--- config.mk ---
export PLATFORM = sky130hd
export DESIGN_NAME = task_timing_monitor_core
export DESIGN_NICKNAME = d
export VERILOG_FILES = /design/src/rtl/core/ttm_pkg.sv /design/src/rtl/core/ttm_div.sv /design/src/rtl/core/ttm_datapath.sv /design/src/rtl/core/ttm_ctrl.sv /design/src/rtl/core/task_timing_monitor_core.sv
export VERILOG_INCLUDE_DIRS = /design/src /design/src/rtl/core
export SDC_FILE = /design/constraint.sdc
export NUM_CORES = 2
export LEC_CHECK = 0
export ABC_AREA = 1
export ABC_CLOCK_PERIOD_IN_PS = 11950
export BUFFER_PORTS_ARGS = -buffer_cell sky130_fd_sc_hd__clkbuf_2
export CORE_MARGIN = 8
export CORE_UTILIZATION = 55
export CTS_CLUSTER_SIZE = 16
export DETAILED_ROUTE_END_ITERATION = 7
export GPL_TIMING_DRIVEN = 0
export PLACE_DENSITY = 0.77
export SLEW_MARGIN = 25
export SYNTH_ARGS = -nofsm -noshare
export SYNTH_HDL_FRONTEND = slang
export SYNTH_HIERARCHICAL = 1
export SYNTH_SLANG_ARGS = --single-unit
--- constraint.sdc ---
create_clock -name clk -period 11.95 [get_ports clk]
set_input_delay 1.195 -clock clk [delete_from_list [all_inputs] [get_ports clk]]
set_output_delay 1.195 -clock clk [all_outputs]
set_load 0.02 [all_outputs]
--- src/rtl/core/task_timing_monitor_core_defines.svh ---
// Assertion macros for the task timing monitor RTL.
// Needs clk and rst_n in the scope where a macro is used.
`ifndef TASK_TIMING_MONITOR_CORE_DEFINES_SVH
`define TASK_TIMING_MONITOR_CORE_DEFINES_SVH

// Same-cycle implication, disabled during reset.
`define TTM_ASSERT_NOW(lbl, ante, cons, msg) \
  lbl: assert property (@(posedge clk) disable iff (!rst_n) (ante) |-> (cons)) else $error(msg);

// Next-cycle implication, disabled during reset.
`define TTM_ASSERT_NEXT(lbl, ante, cons, msg) \
  lbl: assert property (@(posedge clk) disable iff (!rst_n) (ante) |=> (cons)) else $error(msg);

`endif

--- src/rtl/core/ttm_pkg.sv ---
// Shared types and constants of the task timing monitor.
// No dependencies.
package ttm_pkg;

  localparam int STAT_BITS_DEF = 16;
  localparam int TS_W          = 32;
  localparam int CNT_W         = 16;
  localparam int OUT_W         = 16;
  localparam int LOAD_W        = 7;
  localparam int DVD_W         = 40;
  localparam int DVS_W         = 32;

  localparam logic [1:0] KIND_TICK   = 2'd0;
  localparam logic [1:0] KIND_EVENT  = 2'd1;
  localparam logic [1:0] KIND_REPORT = 2'd2;

  localparam logic [1:0] SEL_AP = 2'd0;
  localparam logic [1:0] SEL_AB = 2'd1;
  localparam logic [1:0] SEL_AE = 2'd2;
  localparam logic [1:0] SEL_LD = 2'd3;

  localparam logic [TS_W-1:0]   ALL_ONES   = '1;
  localparam logic [CNT_W-1:0]  CNT_MAX    = '1;
  localparam logic [LOAD_W-1:0] LOAD_SCALE = 7'd100;

  typedef struct packed {
    logic       tick1;
    logic       tick2;
    logic       event_upd;
    logic       win_clear;
    logic       div_start;
    logic [1:0] div_sel;
    logic       div_capture;
    logic       load_mul;
    logic       out_load;
  } ttm_cmd_t;

  typedef struct packed {
    logic tick_zero;
    logic div_done;
  } ttm_sts_t;

endpackage

--- src/rtl/core/ttm_div.sv ---
// Serial restoring divider, one quotient bit per cycle.
// Depends on ttm_pkg.
module ttm_div
  import ttm_pkg::*;
(
  input  logic             clk,
  input  logic             rst_n,
  input  logic             start,
  input  logic [DVD_W-1:0] dividend,
  input  logic [DVS_W-1:0] divisor,
  output logic             done,
  output logic [DVD_W-1:0] quotient
);

  localparam int CW = $clog2(DVD_W + 1);

  logic [DVS_W:0]   rem_r, rem_nxt;
  logic [DVD_W-1:0] quo_r, quo_nxt;
  logic [DVS_W-1:0] dvs_r;
  logic [CW-1:0]    cnt_r, cnt_nxt;
  logic             busy_r, busy_nxt;
  logic             done_r, done_nxt;
  logic [DVS_W:0]   shifted;
  logic [DVS_W:0]   diff;

  always_comb begin
    shifted  = {rem_r[DVS_W-1:0], quo_r[DVD_W-1]};
    diff     = shifted - {1'b0, dvs_r};
    rem_nxt  = rem_r;
    quo_nxt  = quo_r;
    cnt_nxt  = cnt_r;
    busy_nxt = busy_r;
    done_nxt = 1'b0;
    if (start) begin
      rem_nxt  = '0;
      quo_nxt  = dividend;
      cnt_nxt  = CW'(DVD_W);
      busy_nxt = 1'b1;
    end else if (busy_r) begin
      if (!diff[DVS_W]) begin
        rem_nxt = diff;
        quo_nxt = {quo_r[DVD_W-2:0], 1'b1};
      end else begin
        rem_nxt = shifted;
        quo_nxt = {quo_r[DVD_W-2:0], 1'b0};
      end
      cnt_nxt = cnt_r - CW'(1);
      if (cnt_r == CW'(1)) begin
        busy_nxt = 1'b0;
        done_nxt = 1'b1;
      end
    end
  end

  always_ff @(posedge clk) begin
    if (!rst_n) begin
      busy_r <= 1'b0;
      done_r <= 1'b0;
      cnt_r  <= '0;
    end else begin
      busy_r <= busy_nxt;
      done_r <= done_nxt;
      cnt_r  <= cnt_nxt;
    end
  end

  always_ff @(posedge clk) begin
    rem_r <= rem_nxt;
    quo_r <= quo_nxt;
    if (start) dvs_r <= divisor;
  end

  assign done     = done_r;
  assign quotient = quo_r;

endmodule

--- src/rtl/core/ttm_datapath.sv ---
// Timing statistics registers, busy estimate, report arithmetic, result register.
// Depends on ttm_pkg and ttm_div.
module ttm_datapath
  import ttm_pkg::*;
#(
  parameter int STAT_BITS = STAT_BITS_DEF
) (
  input  logic              clk,
  input  logic              rst_n,
  input  ttm_cmd_t          cmd,
  output ttm_sts_t          sts,
  input  logic [TS_W-1:0]   now_us,
  output logic [OUT_W-1:0]  avg_period,
  output logic [OUT_W-1:0]  period_min,
  output logic [OUT_W-1:0]  period_max,
  output logic [OUT_W-1:0]  avg_busy,
  output logic [OUT_W-1:0]  busy_min,
  output logic [OUT_W-1:0]  busy_max,
  output logic [OUT_W-1:0]  avg_events,
  output logic [LOAD_W-1:0] load_percent
);

  localparam logic [32:0]        STAT_MAX  = (33'd1 << STAT_BITS) - 33'd1;
  localparam logic [STAT_BITS-1:0] STAT_TOP = STAT_MAX[STAT_BITS-1:0];

  function automatic logic [STAT_BITS-1:0] sat_stat(input logic [DVD_W-1:0] v);
    if (v > DVD_W'(STAT_MAX)) return STAT_TOP;
    else return v[STAT_BITS-1:0];
  endfunction

  function automatic logic [TS_W-1:0] add_sat(input logic [TS_W-1:0] a,
                                              input logic [TS_W-1:0] b);
    logic [TS_W:0] s;
    s = {1'b0, a} + {1'b0, b};
    return s[TS_W] ? ALL_ONES : s[TS_W-1:0];
  endfunction

  function automatic logic [OUT_W-1:0] to_out(input logic [STAT_BITS-1:0] v);
    logic [31:0] w;
    w = 32'(v);
    return w[OUT_W-1:0];
  endfunction

  logic [CNT_W-1:0]     tick_cnt_r, ev_cnt_r;
  logic [TS_W-1:0]      last_tick_r, last_ev_r;
  logic [TS_W-1:0]      per_sum_r, busy_sum_r, ev_sum_r, gap_r;
  logic [STAT_BITS-1:0] pmin_r, pmax_r, bmin_r, bmax_r;
  logic [TS_W-1:0]      period_r;
  logic [47:0]          sub_r;
  logic [STAT_BITS-1:0] ap_r, ab_r, ae_r;
  logic [DVD_W-1:0]     ld_dvd_r;
  logic [LOAD_W-1:0]    load_r;

  logic [TS_W-1:0]      busy;
  logic [STAT_BITS-1:0] p_sat, b_sat, q_sat;
  logic [TS_W-1:0]      gap;
  logic [DVD_W-1:0]     dvd;
  logic [DVS_W-1:0]     dvs;
  logic [DVD_W-1:0]     quo;
  logic                 div_done;

  always_comb begin
    busy  = ({16'd0, period_r} > sub_r) ? TS_W'({16'd0, period_r} - sub_r) : '0;
    p_sat = sat_stat(DVD_W'(period_r));
    b_sat = sat_stat(DVD_W'(busy));
    q_sat = sat_stat(quo);
    gap   = now_us - last_ev_r;
    case (cmd.div_sel)
      SEL_AP:  dvd = DVD_W'(per_sum_r);
      SEL_AB:  dvd = DVD_W'(busy_sum_r);
      SEL_AE:  dvd = DVD_W'(ev_sum_r);
      default: dvd = ld_dvd_r;
    endcase
    dvs = (cmd.div_sel == SEL_LD) ? DVS_W'(ap_r) : DVS_W'(tick_cnt_r);
  end

  ttm_div u_div (
    .clk      (clk),
    .rst_n    (rst_n),
    .start    (cmd.div_start),
    .dividend (dvd),
    .divisor  (dvs),
    .done     (div_done),
    .quotient (quo)
  );

  always_ff @(posedge clk) begin
    if (!rst_n) begin
      tick_cnt_r  <= '0;
      ev_cnt_r    <= '0;
      last_tick_r <= '0;
      last_ev_r   <= '0;
      per_sum_r   <= '0;
      busy_sum_r  <= '0;
      ev_sum_r    <= '0;
      gap_r       <= ALL_ONES;
      pmin_r      <= STAT_TOP;
      pmax_r      <= '0;
      bmin_r      <= STAT_TOP;
      bmax_r      <= '0;
    end else begin
      if (cmd.tick1) last_tick_r <= now_us;
      if (cmd.tick2) begin
        per_sum_r  <= add_sat(per_sum_r, period_r);
        busy_sum_r <= add_sat(busy_sum_r, busy);
        ev_sum_r   <= add_sat(ev_sum_r, TS_W'(ev_cnt_r));
        if (p_sat < pmin_r) pmin_r <= p_sat;
        if (p_sat > pmax_r) pmax_r <= p_sat;
        if (b_sat < bmin_r) bmin_r <= b_sat;
        if (b_sat > bmax_r) bmax_r <= b_sat;
        if (tick_cnt_r != CNT_MAX) tick_cnt_r <= tick_cnt_r + CNT_W'(1);
        ev_cnt_r <= '0;
      end
      if (cmd.event_upd) begin
        if (ev_cnt_r != '0 && gap < gap_r) gap_r <= gap;
        last_ev_r <= now_us;
        if (ev_cnt_r != CNT_MAX) ev_cnt_r <= ev_cnt_r + CNT_W'(1);
      end
      if (cmd.win_clear) begin
        tick_cnt_r <= '0;
        per_sum_r  <= '0;
        busy_sum_r <= '0;
        ev_sum_r   <= '0;
        pmin_r     <= STAT_TOP;
        pmax_r     <= '0;
        bmin_r     <= STAT_TOP;
        bmax_r     <= '0;
      end
    end
  end

  // Payload registers, no reset needed.
  always_ff @(posedge clk) begin
    if (cmd.tick1) begin
      period_r <= now_us - last_tick_r;
      // no gap measured yet: subtract nothing
      sub_r    <= (gap_r == ALL_ONES) ? '0 : 48'(ev_cnt_r) * 48'(gap_r);
    end
    if (cmd.div_capture) begin
      case (cmd.div_sel)
        SEL_AP:  ap_r <= (q_sat == '0) ? STAT_BITS'(1) : q_sat;
        SEL_AB:  ab_r <= q_sat;
        SEL_AE:  ae_r <= q_sat;
        default: load_r <= (quo > DVD_W'(LOAD_SCALE)) ? LOAD_SCALE : quo[LOAD_W-1:0];
      endcase
    end
    if (cmd.load_mul) ld_dvd_r <= DVD_W'(ab_r) * DVD_W'(LOAD_SCALE);
    if (cmd.out_load) begin
      avg_period   <= to_out(ap_r);
      period_min   <= to_out(pmin_r);
      period_max   <= to_out(pmax_r);
      avg_busy     <= to_out(ab_r);
      busy_min     <= to_out(bmin_r);
      busy_max     <= to_out(bmax_r);
      avg_events   <= to_out(ae_r);
      load_percent <= load_r;
    end
  end

  assign sts.tick_zero = (tick_cnt_r == '0);
  assign sts.div_done  = div_done;

endmodule

--- src/rtl/core/ttm_ctrl.sv ---
// Sequencer of the task timing monitor: handshakes and report division order.
// Depends on ttm_pkg and the assertion macro header.
`include "task_timing_monitor_core_defines.svh"

module ttm_ctrl
  import ttm_pkg::*;
(
  input  logic       clk,
  input  logic       rst_n,
  input  logic       in_valid,
  input  logic [1:0] in_kind,
  output logic       in_stall,
  output logic       out_valid,
  input  logic       out_stall,
  output ttm_cmd_t   cmd,
  input  ttm_sts_t   sts
);

  localparam logic [2:0] S_IDLE   = 3'd0;
  localparam logic [2:0] S_TICK2  = 3'd1;
  localparam logic [2:0] S_DSTART = 3'd2;
  localparam logic [2:0] S_DWAIT  = 3'd3;
  localparam logic [2:0] S_MUL    = 3'd4;
  localparam logic [2:0] S_FINISH = 3'd5;

  logic [2:0] state_r, state_nxt;
  logic [1:0] sel_r, sel_nxt;
  logic       out_valid_r, out_valid_nxt;
  logic       accept;

  // a new report waits until the pending result is taken
  assign in_stall = (state_r != S_IDLE) || (out_valid_r && in_kind == KIND_REPORT);
  assign accept   = in_valid && !in_stall;

  always_comb begin
    state_nxt     = state_r;
    sel_nxt       = sel_r;
    out_valid_nxt = out_valid_r;
    cmd           = '0;
    cmd.div_sel   = sel_r;
    if (out_valid_r && !out_stall) out_valid_nxt = 1'b0;
    unique case (state_r)
      S_IDLE: begin
        if (accept) begin
          case (in_kind)
            KIND_TICK: begin
              cmd.tick1 = 1'b1;
              state_nxt = S_TICK2;
            end
            KIND_EVENT: cmd.event_upd = 1'b1;
            KIND_REPORT: begin
              if (sts.tick_zero) begin
                cmd.win_clear = 1'b1;
              end else begin
                sel_nxt   = SEL_AP;
                state_nxt = S_DSTART;
              end
            end
            default: ;
          endcase
        end
      end
      S_TICK2: begin
        cmd.tick2 = 1'b1;
        state_nxt = S_IDLE;
      end
      S_DSTART: begin
        cmd.div_start = 1'b1;
        state_nxt     = S_DWAIT;
      end
      S_DWAIT: begin
        if (sts.div_done) begin
          cmd.div_capture = 1'b1;
          case (sel_r)
            SEL_AP: begin
              sel_nxt   = SEL_AB;
              state_nxt = S_DSTART;
            end
            SEL_AB: begin
              sel_nxt   = SEL_AE;
              state_nxt = S_DSTART;
            end
            SEL_AE:  state_nxt = S_MUL;
            default: state_nxt = S_FINISH;
          endcase
        end
      end
      S_MUL: begin
        cmd.load_mul = 1'b1;
        sel_nxt      = SEL_LD;
        state_nxt    = S_DSTART;
      end
      S_FINISH: begin
        cmd.out_load  = 1'b1;
        cmd.win_clear = 1'b1;
        out_valid_nxt = 1'b1;
        state_nxt     = S_IDLE;
      end
      default: state_nxt = S_IDLE;
    endcase
  end

  always_ff @(posedge clk) begin
    if (!rst_n) begin
      state_r     <= S_IDLE;
      sel_r       <= SEL_AP;
      out_valid_r <= 1'b0;
    end else begin
      state_r     <= state_nxt;
      sel_r       <= sel_nxt;
      out_valid_r <= out_valid_nxt;
    end
  end

  assign out_valid = out_valid_r;

  `TTM_ASSERT_NOW(a_busy_stalls, state_r != S_IDLE, in_stall, "input taken while busy")
  `TTM_ASSERT_NOW(a_no_pending_in_report, state_r == S_DSTART || state_r == S_DWAIT || state_r == S_MUL, !out_valid_r, "report running with result pending")
  `TTM_ASSERT_NEXT(a_result_from_finish, state_r != S_FINISH && !out_valid_r, !out_valid_r, "result without finished report")

endmodule

--- src/rtl/core/task_timing_monitor_core.sv ---
// Task timing monitor: periodic ticks, event calls and report requests in, at most one
// statistics result per report out. A tick is taken on accept and finished in S_TICK2;
// an event is taken on accept. A report with ticks in its window runs four divisions on
// one shared 40-step serial divider (average period, busy and events by the tick count,
// then 100 x busy / period), each from its own start state, a multiply step before the
// last. A finish step loads the result. A report with no tick in its window gives no
// result and only clears the window. The result waits in an output register; ticks
// and events are taken meanwhile, while a further report is stalled until it leaves.
// Depends on ttm_pkg, ttm_ctrl and ttm_datapath.
module task_timing_monitor_core
  import ttm_pkg::*;
#(
  parameter int STAT_BITS = STAT_BITS_DEF
) (
  input  logic              clk,
  input  logic              rst_n,
  input  logic              in_valid,
  output logic              in_stall,
  input  logic [1:0]        in_kind,
  input  logic [TS_W-1:0]   in_now_us,
  output logic              out_valid,
  input  logic              out_stall,
  output logic [OUT_W-1:0]  out_avg_period,
  output logic [OUT_W-1:0]  out_period_min,
  output logic [OUT_W-1:0]  out_period_max,
  output logic [OUT_W-1:0]  out_avg_busy,
  output logic [OUT_W-1:0]  out_busy_min,
  output logic [OUT_W-1:0]  out_busy_max,
  output logic [OUT_W-1:0]  out_avg_events,
  output logic [LOAD_W-1:0] out_load_percent
);

  ttm_cmd_t cmd;
  ttm_sts_t sts;

  ttm_ctrl u_ctrl (
    .clk       (clk),
    .rst_n     (rst_n),
    .in_valid  (in_valid),
    .in_kind   (in_kind),
    .in_stall  (in_stall),
    .out_valid (out_valid),
    .out_stall (out_stall),
    .cmd       (cmd),
    .sts       (sts)
  );

  ttm_datapath #(
    .STAT_BITS (STAT_BITS)
  ) u_dp (
    .clk          (clk),
    .rst_n        (rst_n),
    .cmd          (cmd),
    .sts          (sts),
    .now_us       (in_now_us),
    .avg_period   (out_avg_period),
    .period_min   (out_period_min),
    .period_max   (out_period_max),
    .avg_busy     (out_avg_busy),
    .busy_min     (out_busy_min),
    .busy_max     (out_busy_max),
    .avg_events   (out_avg_events),
    .load_percent (out_load_percent)
  );

endmodule

==> reports/results.txt <==
status: finished with violations
failing checks: design-rule violations
worst-skew pair later-pin latency: 670 ps
Fin. Hold Viols: 0
H-Tree Depth: 3
Max Fclk: 123.8 MHz
CTS tree: done
most frequent cells in the layout: 1,898 x nand2_1, 1,628 x inv_1, 496 x a21oi_1
Setup-failing EPs final: 0
DRT iter0 DRCs: 4,906
fin crit share: 67.57%
Critical Path Source Type: flop
Max Slew Vio Count: 0
Power Total: 9.188 mW
initial antenna violation count: 2
Die W: 342.6 um
placed inst area: 61,510 um2
Die Y: 342.6 um
TritonCTS Sinks: 681
Placeable Area: 106,500 um2
CTS root buf: clkbuf_16
number of enable flip-flop cells after synthesis: 347
skew final: 37.79 ps
Tmin final: 8075 ps
Leak Pwr: 32.70 nW
max cap viols: 0
Crit Path Class: flop to flop
Switching Power: 3.738 mW
Max IR drop VDD: 0.1073 mV
Resize count post-CTS: 0
PD cells: 143.0 nW/um2
layout cell share with drive strength beyond 1: 5.574%
Unique masters post-synth: 66
number of port buffers: 158
# placed instances: 9,224
drt pass-1 iters: 8
Avg Inst Size Synth: 7.695 um2
CP endpoint kind: flop
worst-margin pin slew: 1072 ps
WP data arrival: 8460 ps
Total GRT Usage: 30.21%
ys async rst share: 0%
final WL: 181,100 um
Core Util, Final: 60.35%
total grt overflow: 0
DRC viols: 1
Combinational Power Share: 38.3%
Post-Layout Cell Count: 9,374
sequential area share after synthesis: 29.16%
die area: 117,400 um2
setup ws final: 3875 ps
Clk pin slew, worst setup/hold paths: 60 ps
nets: 8,853
Clock power frac: 27.1%
sw frac: 40.69%
Max Buffers Root-to-Sink: 3
FILL cells: 9,420
CTS buffer count: 78
RSZ-0062 raised after global routing: false
DR WL/cell: 19.32 um
#FFs+latches synth: 681
Setup Fix Bufs, Post-CTS: 0
synth warn: 6
fin area: 64,240 um2
Seq pwr share: 34.7%
pre-CTS WS: 4100 ps
Core Rows: 120
CP required: 12,340 ps
mapped cell area: 58,670 um2
number of global-route vias before repair: 50.32k
Crit Path Max Fanout: 10
Area Growth Syn to Fin: 9.492%
worst rel slew slack: 28.51%
num ports: 159
remaining antenna violation count after routing: 0
hold_ws: 419.5 ps
dpl hpwl: 145,800 um
total negative slack: 0 ps
commonest non-fill, non-tap cell in the layout: nand2_1
largest net degree at the start of global routing: 65
vias post-DR: 51.69k
Primary FF master, synth: edfxtp_1
Post-Synthesis Cells: 7,625
vias per inst: 5.514
first-pass GRT wire length: 278,500 um
GPL Wtd Cong: 1.008
Initial Util: 55.12%
worst min-delay path class: flop to flop
Hold Buf Count CTS: 0
Int Pwr: 5.449 mW
power groups by stage:
stage / Clock [mW] / Combinational, mW / Sequential [mW]
6_report: 2.49 / 3.51 / 3.19
5_1_grt: 2.63 / 3.90 / 3.21
4_1_cts: 2.53 / 3.44 / 3.17
3_5_place_dp: 0 / 3.41 / 3.22
3_3_place_gp: 0 / 3.33 / 3.22
2_1_floorplan: 0 / 2.48 / 3.08
per-layer routing:
| layer | vias to the layer above | global-route usage, % | part of all wire (%) |
|---|---|---|---|
| li1 | 24550 | - | - |
| met3 | 562 | 4.262 | 7.9 |
| met1 | 24290 | 37.33 | 39 |
| met5 | - | 0 | 0 |
| met2 | 2291 | 49.65 | 46 |
| met4 | 0 | 19.44 | 7.4 |
registers in the layout, indices dropped and copies added (netlist names), 21 cells and up:
signal / flops
u_dp/last_ev_r: 32
u_dp/per_sum_r: 32
u_dp/u_div/dvs_r: 32
u_dp/period_r: 32
u_dp/ev_sum_r: 32
u_dp/u_div/rem_r: 32
u_dp/ld_dvd_r: 21
u_dp/last_tick_r: 32
u_dp/gap_r: 32
u_dp/u_div/quotient: 40
u_dp/busy_sum_r: 32
u_dp/sub_r: 48
cells by family after synthesis:
group	count (synthesis)	share of synthesized area, %
DFF	681	29.16
muxes	1	0.01919
buffers and inverters	1919	12.39
adders and majority gates	914	25.07
other	1	0.006391
xor gates and xnor gates	172	2.568
AOI/OAI and AO/OA	1173	11.40
and+or+nand+nor	2764	19.39
worst paths after layout:
path | from | to | slack (ps) | cells past startpoint
worst min register to register | u_dp/ae_r[9] | u_dp/avg_events[9] | 420 | 0
worst max register to register | u_dp/ev_cnt_r[6] | u_dp/sub_r[42] | 3880 | 26
worst min-delay path | u_dp/ae_r[9] | u_dp/avg_events[9] | 420 | 0
worst max-delay path | u_dp/ev_cnt_r[6] | u_dp/sub_r[42] | 3880 | 26
layout make-up:
type | instances | area, um2 | share of cell area, %
Timing Repair Buffer | 173 | 954.7 | 1.486
Buffer | 268 | 1077 | 1.677
Tap cell | 1403 | 1755 | 2.732
Antenna cell | 5 | 12.51 | 0.01948
Clock buffer | 100 | 2126 | 3.309
Multi-Input combinational cell | 5048 | 34430 | 53.59
Clock inverter | 45 | 584.3 | 0.9095
Inverter | 1651 | 6197 | 9.646
Sequential cell | 681 | 17110 | 26.63
synthesized netlist by cell type (4+ instances only):
master	number	area (um2)
a2111oi_0	6	52.55
a211oi_1	20	150.1
a21boi_0	8	60.06
a21boi_1	8	60.06
a21o_1	17	127.6
a21oi_1	496	2482
a221oi_1	11	96.34
a31oi_1	59	369.1
a41oi_1	7	61.31
and2_1	14	87.58
and3_1	6	37.54
buf_1	26	97.59
buf_2	7	35.03
buf_4	7	52.55
buf_6	4	45.04
clkbuf_1	223	837.1
clkinv_1	7	26.28
dfxtp_1	334	6686
edfxtp_1	347	10420
fa_1	436	8728
ha_1	478	5981
inv_1	1629	6115
inv_2	15	56.30
nand2_1	1898	7124
nand2_2	29	181.4
nand3_1	199	996.0
nand3_2	11	110.1
nand3b_1	13	97.59
nand4_1	54	337.8
nor2_1	388	1456
nor2_2	9	56.30
nor2_4	4	45.04
nor3_1	60	300.3
nor4_1	27	168.9
o2111ai_1	19	166.4
o211ai_1	65	488.0
o21a_1	32	240.2
o21ai_0	335	1677
o21ai_1	24	120.1
o21bai_1	14	105.1
o221ai_1	20	175.2
o31ai_1	17	127.6
or2_2	38	237.7
xnor2_1	82	718.2
xor2_1	90	788.3
worst max-delay path, cell delays in order, from the launching register on:
cell      delay (ps)
dfxtp_1          400
clkbuf_1         790
buf_1            570
nand2_1          170
fa_1             570
inv_1             60
fa_1             580
fa_1             440
fa_1             500
fa_1             550
inv_1             50
fa_1             680
inv_1             80
ha_1             380
a21oi_1          180
inv_1             80
a21oi_1          160
inv_1             60
a21oi_1          120
o21ai_0           90
a21oi_1          130
inv_1            110
a21boi_0         440
nand3b_1         170
o311ai_0         160
o21ai_0          180
a21oi_1           70
(Power assumes the default switching activity.)
